File: src/rtl/nfmt_pkg.sv
// Shared types, character codes and helper functions for the number formatter.
// Used by nfmt_dabble, nfmt_emit and format_string_number_formatter_top.
package nfmt_pkg;

  localparam int CharW     = 8;
  localparam int ArgFieldW = 16;
  localparam int DigitW    = 4;

  localparam logic [CharW-1:0] ChPercent = 8'h25;
  localparam logic [CharW-1:0] ChConvC   = 8'h63;
  localparam logic [CharW-1:0] ChConvD   = 8'h64;
  localparam logic [CharW-1:0] ChConvX   = 8'h78;
  localparam logic [CharW-1:0] ChZero    = 8'h30;
  localparam logic [CharW-1:0] ChUpperA  = 8'h41;

  localparam logic [DigitW-1:0] Radix10     = 4'd10;
  localparam logic [DigitW-1:0] DabbleLimit = 4'd5;
  localparam logic [DigitW-1:0] DabbleAdd   = 4'd3;

  typedef struct packed {
    logic [CharW-1:0]     fmt_char;
    logic [ArgFieldW-1:0] arg_value;
  } in_req_t;

  typedef struct packed {
    logic [CharW-1:0] out_char;
    logic             last;
  } out_req_t;

  // Digit offered by the emitter to the top level.
  typedef struct packed {
    logic             valid;
    logic [CharW-1:0] chr;
    logic             last;
  } digit_t;

  typedef enum logic [1:0] {
    ST_IDLE,
    ST_CHAR,
    ST_CONV
  } fmt_state_e;

  // ASCII for one hex or decimal digit, uppercase letters.
  function automatic logic [CharW-1:0] digit_char(logic [DigitW-1:0] d);
    if (d < Radix10) begin
      return ChZero + CharW'(d);
    end
    return ChUpperA + CharW'(d - Radix10);
  endfunction

  // Number of decimal digits needed for the largest w-bit unsigned value.
  function automatic int dec_digits(int w);
    longint lim;
    longint pw;
    int     n;
    lim = longint'(1) << w;
    pw  = 1;
    n   = 0;
    for (int i = 0; i < 12; i++) begin
      if (pw < lim) begin
        pw = pw * 10;
        n  = n + 1;
      end
    end
    return n;
  endfunction

endpackage

File: src/rtl/nfmt_dabble.sv
// Bit-serial binary to BCD converter (shift and add-three), one bit per cycle.
// Depends on nfmt_pkg for the digit width and correction constants.
module nfmt_dabble #(
  parameter int VAL_W   = 16,
  parameter int NUM_DIG = 5
) (
  input  logic                                   clk_i,
  input  logic                                   rst_ni,
  input  logic                                   start_i,
  input  logic [VAL_W-1:0]                       value_i,
  output logic                                   done_o,
  output logic [NUM_DIG*nfmt_pkg::DigitW-1:0]    bcd_o
);

  localparam int BcdW = NUM_DIG * nfmt_pkg::DigitW;
  localparam int CntW = $clog2(VAL_W + 1);

  logic            busy_q, busy_d;
  logic            done_q, done_d;
  logic [CntW-1:0] cnt_q, cnt_d;
  logic [VAL_W-1:0] val_q;
  logic [BcdW-1:0]  bcd_q;
  logic [BcdW-1:0]  adj;
  logic             final_bit;

  assign final_bit = (cnt_q == CntW'(1));

  // Each BCD digit of five or more gets three added before the shift.
  always_comb begin
    adj = bcd_q;
    for (int i = 0; i < NUM_DIG; i++) begin
      if (bcd_q[i*nfmt_pkg::DigitW +: nfmt_pkg::DigitW] >= nfmt_pkg::DabbleLimit) begin
        adj[i*nfmt_pkg::DigitW +: nfmt_pkg::DigitW] =
          bcd_q[i*nfmt_pkg::DigitW +: nfmt_pkg::DigitW] + nfmt_pkg::DabbleAdd;
      end
    end
  end

  always_comb begin
    busy_d = busy_q;
    cnt_d  = cnt_q;
    done_d = 1'b0;
    if (start_i) begin
      busy_d = 1'b1;
      cnt_d  = CntW'(VAL_W);
    end else if (busy_q) begin
      cnt_d  = cnt_q - CntW'(1);
      done_d = final_bit;
      busy_d = !final_bit;
    end
  end

  always_ff @(posedge clk_i or negedge rst_ni) begin
    if (!rst_ni) begin
      busy_q <= 1'b0;
      done_q <= 1'b0;
      cnt_q  <= '0;
    end else begin
      busy_q <= busy_d;
      done_q <= done_d;
      cnt_q  <= cnt_d;
    end
  end

  always_ff @(posedge clk_i) begin
    if (start_i) begin
      val_q <= value_i;
      bcd_q <= '0;
    end else if (busy_q) begin
      val_q <= val_q << 1;
      bcd_q <= {adj[BcdW-2:0], val_q[VAL_W-1]};
    end
  end

  assign done_o = done_q;
  assign bcd_o  = bcd_q;

endmodule

File: src/rtl/nfmt_emit.sv
// Digit shift register that emits one ASCII digit per cycle while take_i is high, most
// significant first, skipping leading zeros. Depends on nfmt_pkg for digit_t and digit_char.
module nfmt_emit #(
  parameter int NUM_DIG = 5
) (
  input  logic                                clk_i,
  input  logic                                rst_ni,
  input  logic                                load_i,
  input  logic [NUM_DIG*nfmt_pkg::DigitW-1:0] digits_i,
  input  logic                                take_i,
  output nfmt_pkg::digit_t                    digit_o
);

  localparam int BcdW = NUM_DIG * nfmt_pkg::DigitW;
  localparam int PosW = $clog2(NUM_DIG + 1);

  logic                          active_q, active_d;
  logic                          started_q, started_d;
  logic [PosW-1:0]               pos_q, pos_d;
  logic [BcdW-1:0]               dig_q;
  logic [nfmt_pkg::DigitW-1:0]   top_dig;
  logic                          final_pos;
  logic                          skip;
  logic                          sent;
  logic                          advance;

  assign top_dig   = dig_q[BcdW-1 -: nfmt_pkg::DigitW];
  assign final_pos = (pos_q == PosW'(1));
  // The least significant digit is always sent, so zero prints as one '0'.
  assign skip      = active_q && !started_q && (top_dig == '0) && !final_pos;

  assign digit_o.valid = active_q && !skip;
  assign digit_o.chr   = nfmt_pkg::digit_char(top_dig);
  assign digit_o.last  = final_pos;

  assign sent    = digit_o.valid && take_i;
  assign advance = skip || sent;

  always_comb begin
    active_d  = active_q;
    started_d = started_q;
    pos_d     = pos_q;
    if (load_i) begin
      active_d  = 1'b1;
      started_d = 1'b0;
      pos_d     = PosW'(NUM_DIG);
    end else if (advance) begin
      pos_d = pos_q - PosW'(1);
      if (sent) begin
        started_d = 1'b1;
        if (final_pos) begin
          active_d = 1'b0;
        end
      end
    end
  end

  always_ff @(posedge clk_i or negedge rst_ni) begin
    if (!rst_ni) begin
      active_q  <= 1'b0;
      started_q <= 1'b0;
      pos_q     <= '0;
    end else begin
      active_q  <= active_d;
      started_q <= started_d;
      pos_q     <= pos_d;
    end
  end

  always_ff @(posedge clk_i) begin
    if (load_i) begin
      dig_q <= digits_i;
    end else if (advance) begin
      dig_q <= dig_q << nfmt_pkg::DigitW;
    end
  end

endmodule

File: src/rtl/format_string_number_formatter_top.sv
// A plain character or %c result is loaded into the output register if that register is free;
// else it waits in char_q (ST_CHAR). A '%' or an unknown conversion gives no result.
// %x: the argument loads as digits; each position is then sent or, if a leading zero, skipped.
// %d: bit-serial BCD conversion of the ARG_WIDTH-bit (at most 16) argument, then as %x.
// Throughput: one plain character per unstalled cycle; conversions hold off input until their last digit.
// Reset (async, active low) clears the pending-percent flag, the sequencer and all valid flags.
module format_string_number_formatter_top #(
  parameter int ARG_WIDTH = 16
) (
  input  logic               clk_i,
  input  logic               rst_ni,
  input  logic               in_valid_i,
  output logic               in_stall_o,
  input  nfmt_pkg::in_req_t  in_req_i,
  output logic               out_valid_o,
  input  logic               out_stall_i,
  output nfmt_pkg::out_req_t out_req_o
);

  // The argument field has 16 bits, so a wider ARG_WIDTH adds nothing.
  localparam int ValW   = (ARG_WIDTH < nfmt_pkg::ArgFieldW) ? ARG_WIDTH : nfmt_pkg::ArgFieldW;
  // Decimal needs at least as many digit positions as hex, so one register serves both.
  localparam int NumDig = nfmt_pkg::dec_digits(ValW);
  localparam int BcdW   = NumDig * nfmt_pkg::DigitW;

  nfmt_pkg::fmt_state_e state_q, state_d;
  logic                 percent_seen_q, percent_seen_d;
  logic [nfmt_pkg::CharW-1:0] char_q, char_d;

  logic                 out_valid_q, out_valid_d;
  nfmt_pkg::out_req_t   out_q;
  nfmt_pkg::out_req_t   out_data;
  logic                 out_load;
  logic                 out_free;

  logic                 accept;
  logic [ValW-1:0]      arg_val;
  logic                 have_char;
  logic [nfmt_pkg::CharW-1:0] emit_char;

  logic                 dab_start;
  logic                 dab_done;
  logic [BcdW-1:0]      dab_bcd;
  logic                 hex_load;
  logic                 em_load;
  logic [BcdW-1:0]      em_digits;
  logic                 em_take;
  nfmt_pkg::digit_t     em_digit;

  // The input is taken only while the sequencer is idle; the output register
  // decouples the two sides so a waiting result does not block plain requests
  // that produce nothing.
  assign in_stall_o = (state_q != nfmt_pkg::ST_IDLE);
  assign accept     = in_valid_i && !in_stall_o;
  assign arg_val    = in_req_i.arg_value[ValW-1:0];

  // The output register can take a new result when empty or being drained.
  assign out_free   = !out_valid_q || !out_stall_i;

  nfmt_dabble #(
    .VAL_W  (ValW),
    .NUM_DIG(NumDig)
  ) u_dabble (
    .clk_i  (clk_i),
    .rst_ni (rst_ni),
    .start_i(dab_start),
    .value_i(arg_val),
    .done_o (dab_done),
    .bcd_o  (dab_bcd)
  );

  // Hex digits load straight from the argument; decimal ones come from the
  // converter once it finishes.
  assign em_load   = dab_done || hex_load;
  assign em_digits = hex_load ? BcdW'(arg_val) : dab_bcd;

  nfmt_emit #(
    .NUM_DIG(NumDig)
  ) u_emit (
    .clk_i   (clk_i),
    .rst_ni  (rst_ni),
    .load_i  (em_load),
    .digits_i(em_digits),
    .take_i  (em_take),
    .digit_o (em_digit)
  );

  // Sequencer: decodes each request, tracks a pending '%', and steers either a
  // single character or the digit stream into the output register.
  always_comb begin
    state_d        = state_q;
    percent_seen_d = percent_seen_q;
    char_d         = char_q;
    out_load       = 1'b0;
    out_data       = '0;
    have_char      = 1'b0;
    emit_char      = in_req_i.fmt_char;
    dab_start      = 1'b0;
    hex_load       = 1'b0;
    em_take        = 1'b0;
    case (state_q)
      nfmt_pkg::ST_IDLE: begin
        if (accept) begin
          if (!percent_seen_q) begin
            if (in_req_i.fmt_char == nfmt_pkg::ChPercent) begin
              percent_seen_d = 1'b1;
            end else begin
              have_char = 1'b1;
            end
          end else begin
            percent_seen_d = 1'b0;
            case (in_req_i.fmt_char)
              nfmt_pkg::ChConvC: begin
                have_char = 1'b1;
                emit_char = in_req_i.arg_value[nfmt_pkg::CharW-1:0];
              end
              nfmt_pkg::ChConvD: begin
                dab_start = 1'b1;
                state_d   = nfmt_pkg::ST_CONV;
              end
              nfmt_pkg::ChConvX: begin
                hex_load = 1'b1;
                state_d  = nfmt_pkg::ST_CONV;
              end
              default: begin
                // Unknown conversion or a doubled percent: nothing is sent.
              end
            endcase
          end
          if (have_char) begin
            if (out_free) begin
              out_load          = 1'b1;
              out_data.out_char = emit_char;
              out_data.last     = 1'b1;
            end else begin
              char_d  = emit_char;
              state_d = nfmt_pkg::ST_CHAR;
            end
          end
        end
      end
      nfmt_pkg::ST_CHAR: begin
        if (out_free) begin
          out_load          = 1'b1;
          out_data.out_char = char_q;
          out_data.last     = 1'b1;
          state_d           = nfmt_pkg::ST_IDLE;
        end
      end
      nfmt_pkg::ST_CONV: begin
        if (em_digit.valid && out_free) begin
          em_take           = 1'b1;
          out_load          = 1'b1;
          out_data.out_char = em_digit.chr;
          out_data.last     = em_digit.last;
          if (em_digit.last) begin
            state_d = nfmt_pkg::ST_IDLE;
          end
        end
      end
      default: begin
        state_d = nfmt_pkg::ST_IDLE;
      end
    endcase
  end

  assign out_valid_d = out_load || (out_valid_q && out_stall_i);

  always_ff @(posedge clk_i or negedge rst_ni) begin
    if (!rst_ni) begin
      state_q        <= nfmt_pkg::ST_IDLE;
      percent_seen_q <= 1'b0;
      out_valid_q    <= 1'b0;
    end else begin
      state_q        <= state_d;
      percent_seen_q <= percent_seen_d;
      out_valid_q    <= out_valid_d;
    end
  end

  always_ff @(posedge clk_i) begin
    char_q <= char_d;
    if (out_load) begin
      out_q <= out_data;
    end
  end

  assign out_valid_o = out_valid_q;
  assign out_req_o   = out_q;

  // A '%' taken with nothing pending arms a conversion.
  a_percent_arms: assert property (@(posedge clk_i) disable iff (!rst_ni)
    accept && !percent_seen_q && (in_req_i.fmt_char == nfmt_pkg::ChPercent)
      |=> percent_seen_q)
    else $error("percent did not arm a conversion");

  // Any request taken while a conversion is pending consumes it.
  a_percent_clears: assert property (@(posedge clk_i) disable iff (!rst_ni)
    accept && percent_seen_q |=> !percent_seen_q)
    else $error("pending conversion not cleared");

  // Digits are only offered while the sequencer is in a conversion.
  a_digit_in_conv: assert property (@(posedge clk_i) disable iff (!rst_ni)
    em_digit.valid |-> (state_q == nfmt_pkg::ST_CONV))
    else $error("digit offered outside a conversion");

  // The BCD converter only finishes during a decimal conversion.
  a_dabble_in_conv: assert property (@(posedge clk_i) disable iff (!rst_ni)
    dab_done |-> (state_q == nfmt_pkg::ST_CONV))
    else $error("BCD conversion finished outside a conversion");

endmodule

File: config.mk
export PLATFORM = sky130hd
export DESIGN_NAME = format_string_number_formatter_top
export DESIGN_NICKNAME = d
export VERILOG_FILES = /design/src/rtl/nfmt_pkg.sv /design/src/rtl/nfmt_dabble.sv /design/src/rtl/nfmt_emit.sv /design/src/rtl/format_string_number_formatter_top.sv
export SDC_FILE = /design/constraint.sdc
export NUM_CORES = 1
export LEC_CHECK = 0
export BUFFER_PORTS_ARGS = -buffer_cell sky130_fd_sc_hd__buf_2
export CAP_MARGIN = 15
export CELL_PAD_IN_SITES_DETAIL_PLACEMENT = 1
export CELL_PAD_IN_SITES_GLOBAL_PLACEMENT = 1
export CORE_ASPECT_RATIO = 1.25
export CORE_MARGIN = 1.5
export CORE_UTILIZATION = 48
export DETAILED_ROUTE_END_ITERATION = 6
export HOLD_SLACK_MARGIN = 0.15
export PLACE_DENSITY = 0.89
export SYNTH_ARGS = -nofsm -noshare
export SYNTH_HDL_FRONTEND = slang
export SYNTH_SLANG_ARGS = --single-unit
File: constraint.sdc
create_clock -name clk_i -period 2.8 [get_ports clk_i]
set_input_delay 0.42 -clock clk_i [delete_from_list [all_inputs] [get_ports clk_i]]
set_output_delay 0.42 -clock clk_i [all_outputs]
set_load 0.03 [all_outputs]
==> results.tsv, run 1 <==
stage	metric	value	unit
pwr	Pwr Density	511	nW/um^2
critical_path	CP required	2.90	ns
floorplanning	die area	10300	sq um
sta	Fin Setup TNS	0	ns
clock_tree	Sink Count	89	
critical_path	worst setup path class	register to register	
final_layout	sequential cell area	2390	sq um
sta	Final Skew	0.00644	ns
placement	IO buf count	38	
global_routing	grt peak-use layer	met2	
pwr	Sw Share	0.217	
critical_path	Reg2Reg Depth	5	
pwr	clock power share	0.469	
sta	fmax	423	MHz
final_layout	Area Overhead vs Synth	13.2	%
floorplanning	Die Width	91.0	um
clock_tree	worst-skew pair later-pin latency	0.35	ns
logic_synthesis	synth warn	0	
logic_synthesis	Cells after Synth	411	
pwr	Internal	2110	uW
routing	DR DRC count	1	
logic_synthesis	area leader, netlist	edfxtp_1	
critical_path	CP delay by family, top	simple AND/OR/NAND/NOR gates	
global_routing	vias in the first global route	3585	
logic_synthesis	Post-synth ARST share	0.180	
pwr	VDD IR max	0.344	mV
run_status	failing checks	DRC	
placement	Placer Congestion	0.832	
pwr	Logic pwr share	0.020	
pwr	P_sw	584	uW
min_path	HP Class	primary input to register	
clock_tree	TritonCTS Buffers	9	
global_routing	met2 global-route usage	0.432	
logic_synthesis	Most used DFF post-synth	edfxtp_1	
placement	Inst Count DP	568	
min_path	hold path cells	3	
final_layout	Non-Filler Instances	585	
run_status	status	complete, but fails checks	
placement	Final HPWL DP	8.14	mm
global_routing	initial antenna violation count	0	
final_layout	fin nets	501	
logic_synthesis	cell area after synthesis	4650	sq um
pwr	register share of total power	0.511	
critical_path	crit-path cells	or3b_4 > nor4b_4 > and3_2 > buf_4 > mux2_2	
logic_synthesis	post-synth top area share	0.342	
final_layout	Filler cells	1044	
global_routing	GR Util met3	0.0430	
floorplanning	core area	9510	sq um
routing	Pre-antenna DRT Iters	6	
clock_tree	Post-CTS Hold Buffers	1	
logic_synthesis	EDFF count, synth	53	
critical_path	Worst setup EP type	register	
sta	Final WS setup	0.434	ns
sta	Final period util	0.845	
clock_tree	root buffer cell	clkbuf_16	
clock_tree	Setup Buffers After CTS	0	
floorplanning	Die H	113	um
final_layout	Diodes inserted	0	
final_layout	multi-input logic area	2040	sq um
routing	DRT iter0 DRCs	109	
logic_synthesis	register bit count reported by yosys	89	
logic_synthesis	syn_area_per_cell	11.3	sq um
clock_tree	Worst-path clk slew	0.07	ns
critical_path	CP Launch Point	state_q[0]$_DFFE_PN0P_	
global_routing	first-pass GRT wire length	18.5	mm
logic_synthesis	Synth area leaders	edfxtp_1 (34%), dfrtp_1 (8.6%), dfxtp_1 (8.6%), mux2i_1 (7.1%), ha_1 (5.1%)	
final_layout	share of post-route cells with drive strength above 1	0.207	
clock_tree	CTS tree	yes	
global_routing	largest net degree at the start of global routing	39	
floorplanning	Starting Density	0.489	
critical_path	Worst EP arrival	2.47	ns
critical_path	worst flop-to-flop path startpoint	state_q[0]$_DFFE_PN0P_	
logic_synthesis	Cell variety after synth	52	
sta	post-layout min period	2.37	ns
critical_path	Crit. path cell count	5	
routing	final WL	11.3	mm
critical_path	crit start category	register	
global_routing	GR Util All Layers	0.236	
global_routing	grt total ovfl	0	
job	max-cap violation count	0	
sta	Setup Viol. Count Final	0	
routing	DR WL/cell	19.2	um
pwr	Lkg Pwr	0.00200	uW
routing	via density per instance	5.60	
sta	Hold Fails Final Rpt	0	
critical_path	worst-path fanout max	12	
critical_path	WP buf/inv	1	
sta	RSZ-0062 raised after global routing	no	
clock_tree	H-tree lvl count	3	
logic_synthesis	register area share after synthesis	0.515	
sta	hold_ws	0.395	ns
logic_synthesis	Post-Syn Nets	458	
sta	actual slew at the worst max-slew pin	0.662	ns
sta	Slew Viols, Final	0	
clock_tree	Bufs on Longest Clock Path	2	
clock_tree	post_cts resized	0	
routing	antenna viol nets, final	0	
min_path	worst min-delay path startpoint	in_req_i[2]	
critical_path	slowest stage delay, CP	0.43	ns
sta	slew margin rel.	0.557	
global_routing	GR Layer Usage met1	0.254	
floorplanning	I/O Pins	39	
floorplanning	Rows	40	
placement	post-placement setup slack	0.378	ns
critical_path	Worst path slowest cell	or3b_4	
routing	total number of vias	3275	
[worst register-to-register path, cell delays in order (launching register included)]
cell and delay (ns):
dfrtp_1 0.42, or3b_4 0.43, nor4b_4 0.27, and3_2 0.42
buf_4 0.24, mux2_2 0.34
[layer usage]
metal | routed length [um] | vias up
met5 | 0 | -
met3 | 307 | 30
li1 | - | 1558
met4 | 437 | 0
met2 | 6110 | 66
met1 | 4390 | 1621
[synthesized netlist by cell type, drive strengths merged, types with 5 or more instances]
library cell / number
edfxtp: 53
nand2: 44
mux2i: 33
nor2: 33
o21ai: 30
inv: 22
dfxtp: 20
ha: 19
a21oi: 18
dfrtp: 16
mux2: 16
xnor2: 11
buf: 10
nand2b: 9
clkbuf: 8
a211oi: 6
nand3: 6
a221o: 5
nor3b: 5
[layout make-up]
type	instances	area share
Timing Repair Buffer	50	0.0537
Clock buffer	9	0.0428
Clock inverter	7	0.0159
Inverter	22	0.0157
Tap cell	126	0.0300
Multi-Input combinational cell	282	0.387
Sequential cell	89	0.455
[registers in the layout, indices dropped and copies added (netlist names)]
| name | count |
|---|---|
| u_emit.started_q | 1 |
| out_valid_o | 1 |
| u_emit.pos_q | 3 |
| u_dabble.done_o | 1 |
| u_dabble.busy_q | 1 |
| u_emit.dig_q | 20 |
| state_q | 2 |
| out_req_o | 9 |
| u_dabble.bcd_o | 20 |
| char_q | 8 |
| u_dabble.cnt_q | 5 |
| u_emit.active_q | 1 |
| percent_seen_q | 1 |
| u_dabble.val_q | 16 |
[cell families after synthesis]
family	count (synthesis)	share of synthesized area
compound gates	75	0.104
flops	89	0.515
simple gates	124	0.136
mux	49	0.118
xor+xnor	15	0.0283
buf+inv	40	0.0471
fa+ha+maj	19	0.0511
[stage by stage]
stage	power, uW	util	instance area, sq um
after floorplan	1410	-	4650
after global placement	1450	0.520	4940
after detailed placement	1460	0.520	4940
after CTS	2710	0.553	5260
after global routing	2760	0.553	5260
final	2690	0.553	5260
[worst paths after layout]
| path | slack (ns) | endpoint |
|---|---|---|
| hold / removal | 0.39 | u_emit.dig_q[2]$_SDFFCE_PP0P_ |
| setup reg to reg | 0.43 | u_dabble.val_q[15]$_DFFE_PP_ |
| setup / recovery | 0.43 | u_dabble.val_q[15]$_DFFE_PP_ |
| max in group asynchronous | 2.00 | out_valid_o$_DFF_PN0_ |
| hold reg to reg | 0.51 | u_dabble.bcd_o[19]$_SDFFE_PP0P_ |
| min in group asynchronous | 0.53 | u_dabble.cnt_q[0]$_DFFE_PN0P_ |
[power by group through the flow]
stage	sequential (uW)	clock, uW	combinational [uW]
2_1_floorplan	1400	0	10.5
3_3_place_gp	1400	0	50.2
3_5_place_dp	1400	0	51.1
4_1_cts	1380	1280	53.4
5_1_grt	1370	1330	57.6
6_report	1380	1260	53.2
[cell usage in the layout (no fill, tap or decap), drive strengths merged, types with 2 or more instances in the layout]
cell and n:
a211oi 6, a21o 4, a21oi 18, a221o 5
a31oi 3, and2 4, and4b 3, buf 49
clkbuf 9, dfrtp 16, dfxtp 20, edfxtp 53
ha 19, inv 26, mux2 16, mux2i 33
nand2 44, nand2b 9, nand3 6, nand4 3
nor2 33, nor2b 3, nor3 2, nor3b 5
nor4b 2, o21a 3, o21ai 30, o221ai 2
or2 2, xnor2 11, xor2 4
Power figures use the tool's default switching activity.
==> run 2: changes to the inputs <==
--- a/config.mk
+++ b/config.mk
@@ -11,10 +11,10 @@
 export CELL_PAD_IN_SITES_GLOBAL_PLACEMENT = 1
 export CORE_ASPECT_RATIO = 1.25
 export CORE_MARGIN = 1.5
-export CORE_UTILIZATION = 48
+export CORE_UTILIZATION = 43
 export DETAILED_ROUTE_END_ITERATION = 6
 export HOLD_SLACK_MARGIN = 0.15
-export PLACE_DENSITY = 0.89
+export PLACE_DENSITY = 0.84
 export SYNTH_ARGS = -nofsm -noshare
 export SYNTH_HDL_FRONTEND = slang
 export SYNTH_SLANG_ARGS = --single-unit
==> constraint.sdc (replaced) <==
create_clock -name clk_i -period 1.9 [get_ports clk_i]
set_input_delay 0.285 -clock clk_i [delete_from_list [all_inputs] [get_ports clk_i]]
set_output_delay 0.285 -clock clk_i [all_outputs]
set_load 0.03 [all_outputs]
==> run 2 against run 1 <==
The flow finishes with violations (setup timing). Register-to-register slack worse by 0.64 ns. Clock skew rose by 0.0037 ns. Non-clock buffer count increased by 29. Utilization fell by 0.65 points. Critical path depth did not move. Wire length is 17% higher. Die area up 11%. First-iteration DRC count down 10%. Global-route usage is 1.0 points lower. Cell area increased by 9.8%. Worst hold slack worse by 0.14 ns. Sequential share of layout area down 4.0 points. Critical endpoint is now u_dabble.val_q[2]$_DFFE_PP_. Largest power group unchanged.
==> results.tsv, run 2 (synthesis gave the netlist of run 1 again) <==
stage	metric	value	unit
sta	slew margin rel.	0.652	
routing	DR DRC count	0	
floorplanning	Die Width	96.0	um
routing	Pre-antenna DRT Iters	4	
sta	Final period util	1.11	
pwr	Pwr Density	651	nW/um^2
floorplanning	die area	11400	sq um
critical_path	crit start category	register	
job	max-cap violation count	0	
final_layout	Area Overhead vs Synth	24.3	%
critical_path	worst setup path class	register to register	
final_layout	most common cell after layout, fill and taps aside	edfxtp_1	
sta	Fin Setup TNS	-9.86	ns
floorplanning	Rows	42	
clock_tree	Sink Count	89	
final_layout	Non-Filler Instances	623	
pwr	VDD IR max	0.593	mV
sta	Setup Viol. Count Final	81	
critical_path	Worst setup EP type	register	
placement	IO buf count	38	
routing	via density per instance	5.58	
final_layout	fin area	5780	sq um
global_routing	GR Util All Layers	0.225	
placement	Final HPWL DP	8.39	mm
clock_tree	H-tree lvl count	3	
placement	dpl cell area	5170	sq um
floorplanning	Die H	119	um
sta	Hold Fails Final Rpt	0	
final_layout	post-layout util	0.547	
run_status	failing checks	setup timing	
placement	Placer Congestion	0.816	
routing	final WL	13.1	mm
clock_tree	worst-skew pair later-pin latency	0.36	ns
global_routing	grt total ovfl	0	
sta	post-layout min period	2.11	ns
critical_path	worst-path fanout max	16	
critical_path	CP required	2.00	ns
clock_tree	root buffer cell	clkbuf_16	
floorplanning	I/O Pins	39	
global_routing	first-pass GRT wire length	19.1	mm
routing	DRT iter0 DRCs	98	
final_layout	Diodes inserted	0	
pwr	total power	3760	uW
pwr	Lkg Pwr	0.00221	uW
final_layout	share of post-route cells with drive strength above 1	0.316	
clock_tree	Bufs on Longest Clock Path	2	
global_routing	initial antenna violation count	0	
clock_tree	TritonCTS Buffers	9	
routing	antenna viol nets, final	0	
floorplanning	Starting Density	0.440	
sta	RSZ-0062 raised after global routing	yes	
global_routing	largest net degree at the start of global routing	23	
critical_path	Worst EP arrival	2.21	ns
clock_tree	Worst-path clk slew	0.07	ns
sta	Final Skew	0.0101	ns
routing	DR WL/cell	21.1	um
global_routing	vias in the first global route	3717	
placement	Inst Count DP	594	
floorplanning	core area	10600	sq um
sta	Final WS setup	-0.210	ns
sta	Slew Viols, Final	0	
final_layout	commonest cells after routing, fill and taps aside	edfxtp_1 (53), nand2_1 (38), buf_2 (38), mux2i_1 (33)	
critical_path	flop-to-flop setup slack	-0.21	ns
routing	total number of vias	3475	
sta	fmax	474	MHz
run_status	status	complete, but fails checks	
clock_tree	CTS tree	yes	
final_layout	fin nets	533	
sta	actual slew at the worst max-slew pin	0.521	ns
min_path	HP Class	primary input to register	
run 2: cell count changes in the layout (fill, tap and decap cells not counted), moves of 4 or more:
cell	delta
buf_4	+16
o21ai_0	-10
buf_6	+7
nand2_1	-6
nor2_1	-6
o21ai_2	+6
buf_12	+5
nand2_2	+5
nor2_2	+4
o21ai_4	+4
run 2: final timing paths:
kind / startpoint / end / cells past startpoint
min reg2reg: u_dabble.bcd_o[19]$_SDFFE_PP0P_ / u_dabble.bcd_o[19]$_SDFFE_PP0P_ / 2
max reg2reg: state_q[1]$_DFFE_PN0P_ / u_dabble.val_q[2]$_DFFE_PP_ / 5
min in group asynchronous: rst_ni / percent_seen_q$_DFFE_PN0P_ / 2
min: in_req_i[11] / u_emit.dig_q[11]$_DFFE_PP_ / 3
max: state_q[1]$_DFFE_PN0P_ / u_dabble.val_q[2]$_DFFE_PP_ / 5
max in group asynchronous: rst_ni / state_q[0]$_DFFE_PN0P_ / 2
run 2: repair_timing:
action	CTS	global route
cloned	3	2
pin swaps	13	18
hold endpoints to repair	16	0
resized for setup	36	26
hold buffers	1	0
buffers inserted	4	4
endpoints found under the setup margin	78	110
run 2: final cells by class:
class	count	area (sq um)
fill	1116	4790
sequential	89	2390
multi-input combinational	285	2270
timing repair buffer	79	607
clock buffer	12	236
tap	132	165
inverter	22	82.6
clock inverter	4	21.3
run 2: metal layers:
metal	up-vias	global-route usage	wire length, um
li1	1620	-	-
met1	1757	0.245	4930
met2	72	0.414	7470
met3	26	0.0415	344
met4	0	0.0928	394
met5	-	0	0
run 2: critical path, cell delays in order, from the launching register on:
cell,delay [ns]
dfrtp_1,0.39
or3b_4,0.43
nor4b_4,0.24
and3_4,0.26
buf_12,0.16
mux2_2,0.37
run 2: power breakdown:
group | leakage (uW) | internal, uW | switching (uW) | total [uW]
clock | 0.000126 | 881 | 769 | 1650
combinational | 0.00138 | 32.8 | 52.2 | 85.1
sequential | 0.000698 | 2030 | 0.0495 | 2030
total | 0.00221 | 2940 | 821 | 3760
run 2: metrics by stage:
| stage | hold WS, ns | setup WS, ns |
|---|---|---|
| CTS | 0.251 | -0.198 |
| detailed placement | 0.224 | -0.196 |
| finish | 0.255 | -0.210 |
| global placement | 0.231 | -0.110 |
| floorplan | -0.0106 | -0.104 |
| global route | 0.252 | -0.279 |
==> run 3: changes to the inputs <==
--- a/config.mk
+++ b/config.mk
@@ -14,6 +14,7 @@
 export CORE_UTILIZATION = 43
 export DETAILED_ROUTE_END_ITERATION = 6
 export HOLD_SLACK_MARGIN = 0.15
+export MAX_ROUTING_LAYER = met4
 export PLACE_DENSITY = 0.84
 export SYNTH_ARGS = -nofsm -noshare
 export SYNTH_HDL_FRONTEND = slang
==> run 3 against run 2 <==
The run still ends with setup timing left. Cell count did not move. Critical path depth is the same. Combinational power is 0.8% lower. Cell area stayed put. Power is 0.29% lower. Via count fell by 0.69%. Utilization unchanged. First-iteration DRC count decreased by 3.1%. Critical path type unchanged. Largest power group unchanged.
==> results.tsv, run 3 (synthesis gave the netlist of run 1 again) <==
stage	metric	value	unit
run_status	status	complete, but fails checks	
floorplanning	Rows	42	
pwr	Sw Share	0.216	
final_layout	Diodes inserted	0	
critical_path	crit start category	register	
critical_path	flop-to-flop setup slack	-0.19	ns
routing	via density per instance	5.54	
min_path	HP Class	primary input to register	
placement	Inst Count DP	594	
critical_path	worst setup path class	register to register	
critical_path	Worst setup EP type	register	
global_routing	grt total ovfl	0	
min_path	worst min-delay path startpoint	in_req_i[11]	
placement	Placer Congestion	0.828	
floorplanning	die area	11400	sq um
final_layout	Non-Filler Instances	623	
pwr	Logic pwr share	0.022	
routing	Pre-antenna DRT Iters	4	
clock_tree	root buffer cell	clkbuf_16	
global_routing	GR Util All Layers	0.231	
critical_path	reg2reg end	u_dabble.val_q[2]$_DFFE_PP_	
min_path	hold path cells	3	
sta	post-layout min period	2.09	ns
sta	slew margin rel.	0.649	
pwr	P_sw	810	uW
pwr	VDD IR max	0.613	mV
sta	Final WS setup	-0.190	ns
job	max-cap violation count	0	
floorplanning	Starting Density	0.440	
pwr	register share of total power	0.541	
final_layout	Filler cells	1120	
global_routing	met2 global-route usage	0.414	
sta	Setup Viol. Count Final	78	
floorplanning	Die H	119	um
min_path	Min-Delay Endpoint	u_emit.dig_q[11]$_DFFE_PP_	
floorplanning	core area	10600	sq um
clock_tree	Bufs on Longest Clock Path	2	
clock_tree	TritonCTS Buffers	9	
routing	DR WL/cell	20.4	um
routing	final WL	12.7	mm
routing	total number of vias	3451	
global_routing	grt peak-use layer	met2	
run_status	failing checks	setup timing	
global_routing	GR Layer Usage met1	0.245	
sta	RSZ-0062 raised after global routing	yes	
routing	antenna viol nets, final	0	
clock_tree	Sink Count	89	
pwr	Pwr Density	649	nW/um^2
routing	DRT iter0 DRCs	95	
sta	Slew Viols, Final	0	
pwr	clock power share	0.437	
sta	Final Skew	0.0112	ns
sta	fmax	479	MHz
pwr	Internal	2940	uW
global_routing	first-pass GRT wire length	19.0	mm
final_layout	post-layout util	0.547	
pwr	Lkg Pwr	0.00221	uW
sta	actual slew at the worst max-slew pin	0.525	ns
critical_path	worst flop-to-flop path startpoint	state_q[1]$_DFFE_PN0P_	
clock_tree	H-tree lvl count	3	
global_routing	vias in the first global route	3717	
final_layout	fin nets	533	
final_layout	Area Overhead vs Synth	24.3	%
floorplanning	Die Width	96.0	um
critical_path	worst-path fanout max	16	
clock_tree	Worst-path clk slew	0.07	ns
global_routing	largest net degree at the start of global routing	23	
clock_tree	CTS tree	yes	
final_layout	most common cell after layout, fill and taps aside	edfxtp_1	
routing	DR DRC count	0	
sta	Final period util	1.10	
clock_tree	worst-skew pair later-pin latency	0.36	ns
critical_path	Reg2Reg Depth	5	
final_layout	share of post-route cells with drive strength above 1	0.314	
floorplanning	I/O Pins	39	
placement	IO buf count	38	
critical_path	Worst EP arrival	2.19	ns
sta	Hold Fails Final Rpt	0	
global_routing	initial antenna violation count	0	
critical_path	CP required	2.00	ns
placement	post-placement setup slack	-0.196	ns
global_routing	GR Util met3	0.0409	
final_layout	commonest cells after routing, fill and taps aside	edfxtp_1 (53), nand2_1 (38), buf_2 (38), mux2i_1 (33), nor2_1 (28)	
placement	Final HPWL DP	8.39	mm
[run 3: cell counts in the layout (fill, tap and decap cells not counted)]
No cell type changed its count.
[run 3: layout make-up]
| type | instances | area (sq um) | area share |
|---|---|---|---|
| clock inverters | 4 | 21.3 | 0.00368 |
| well taps | 132 | 165 | 0.0286 |
| clock buffers | 12 | 236 | 0.0409 |
| multi-input cells | 285 | 2260 | 0.392 |
| inverters | 22 | 82.6 | 0.0143 |
| flip-flops and latches | 89 | 2390 | 0.414 |
| repair buffers | 79 | 614 | 0.106 |
[run 3: through the flow]
| stage | hold WS (ns) | area [sq um] | power [uW] | setup TNS, ns |
|---|---|---|---|---|
| floorplan | -0.0106 | 4680 | 2090 | -2.58 |
| global placement | 0.231 | 5170 | 2150 | -4.00 |
| detailed placement | 0.224 | 5170 | 2150 | -9.97 |
| CTS | 0.251 | 5610 | 3760 | -10.43 |
| global route | 0.254 | 5780 | 3850 | -14.86 |
| finish | 0.255 | 5780 | 3750 | -9.36 |
[run 3: power groups by stage]
stage                     clock, uW  sequential (uW)  combinational, uW
after CTS                      1650             2030               83.1
after global placement            0             2070               77.3
after detailed placement          0             2070               80.4
after floorplan                   0             2070               15.4
final                          1640             2030               84.4
after global routing           1730             2030               90.1
[run 3: worst max path at each step]
stage / startpoint / endpoint / slack, ns / depth (start not counted)
global placement: state_q[1]$_DFFE_PN0P_ / u_dabble.val_q[5]$_DFFE_PP_ / -0.11 / 5
floorplan: state_q[1]$_DFFE_PN0P_ / u_dabble.val_q[10]$_DFFE_PP_ / -0.10 / 6
global route: state_q[1]$_DFFE_PN0P_ / u_dabble.val_q[3]$_DFFE_PP_ / -0.25 / 5
CTS: state_q[1]$_DFFE_PN0P_ / u_dabble.val_q[2]$_DFFE_PP_ / -0.20 / 5
finish: state_q[1]$_DFFE_PN0P_ / u_dabble.val_q[2]$_DFFE_PP_ / -0.19 / 5
detailed placement: state_q[1]$_DFFE_PN0P_ / u_dabble.val_q[15]$_DFFE_PP_ / -0.20 / 5
[run 3: critical path: stages, from the launching register on]
cell and delay (ns):
dfrtp_1 0.39, or3b_4 0.43, nor4b_4 0.24, and3_4 0.25
buf_12 0.16, mux2_2 0.36
[run 3: metal layers]
layer  wire length, um  vias to the layer above
li1                  -                     1618
met1              4850                     1754
met2              7240                       54
met3               284                       25
met4               345                        0
met5                 0                        -
[run 3: what timing repair did]
item	CTS	global route
hold buffers	1	0
endpoints found under the hold margin	16	0
pin swaps	13	16
cloned	3	2
gates resized for setup	36	24
setup buffers	4	3
endpoints found under the setup margin	78	111
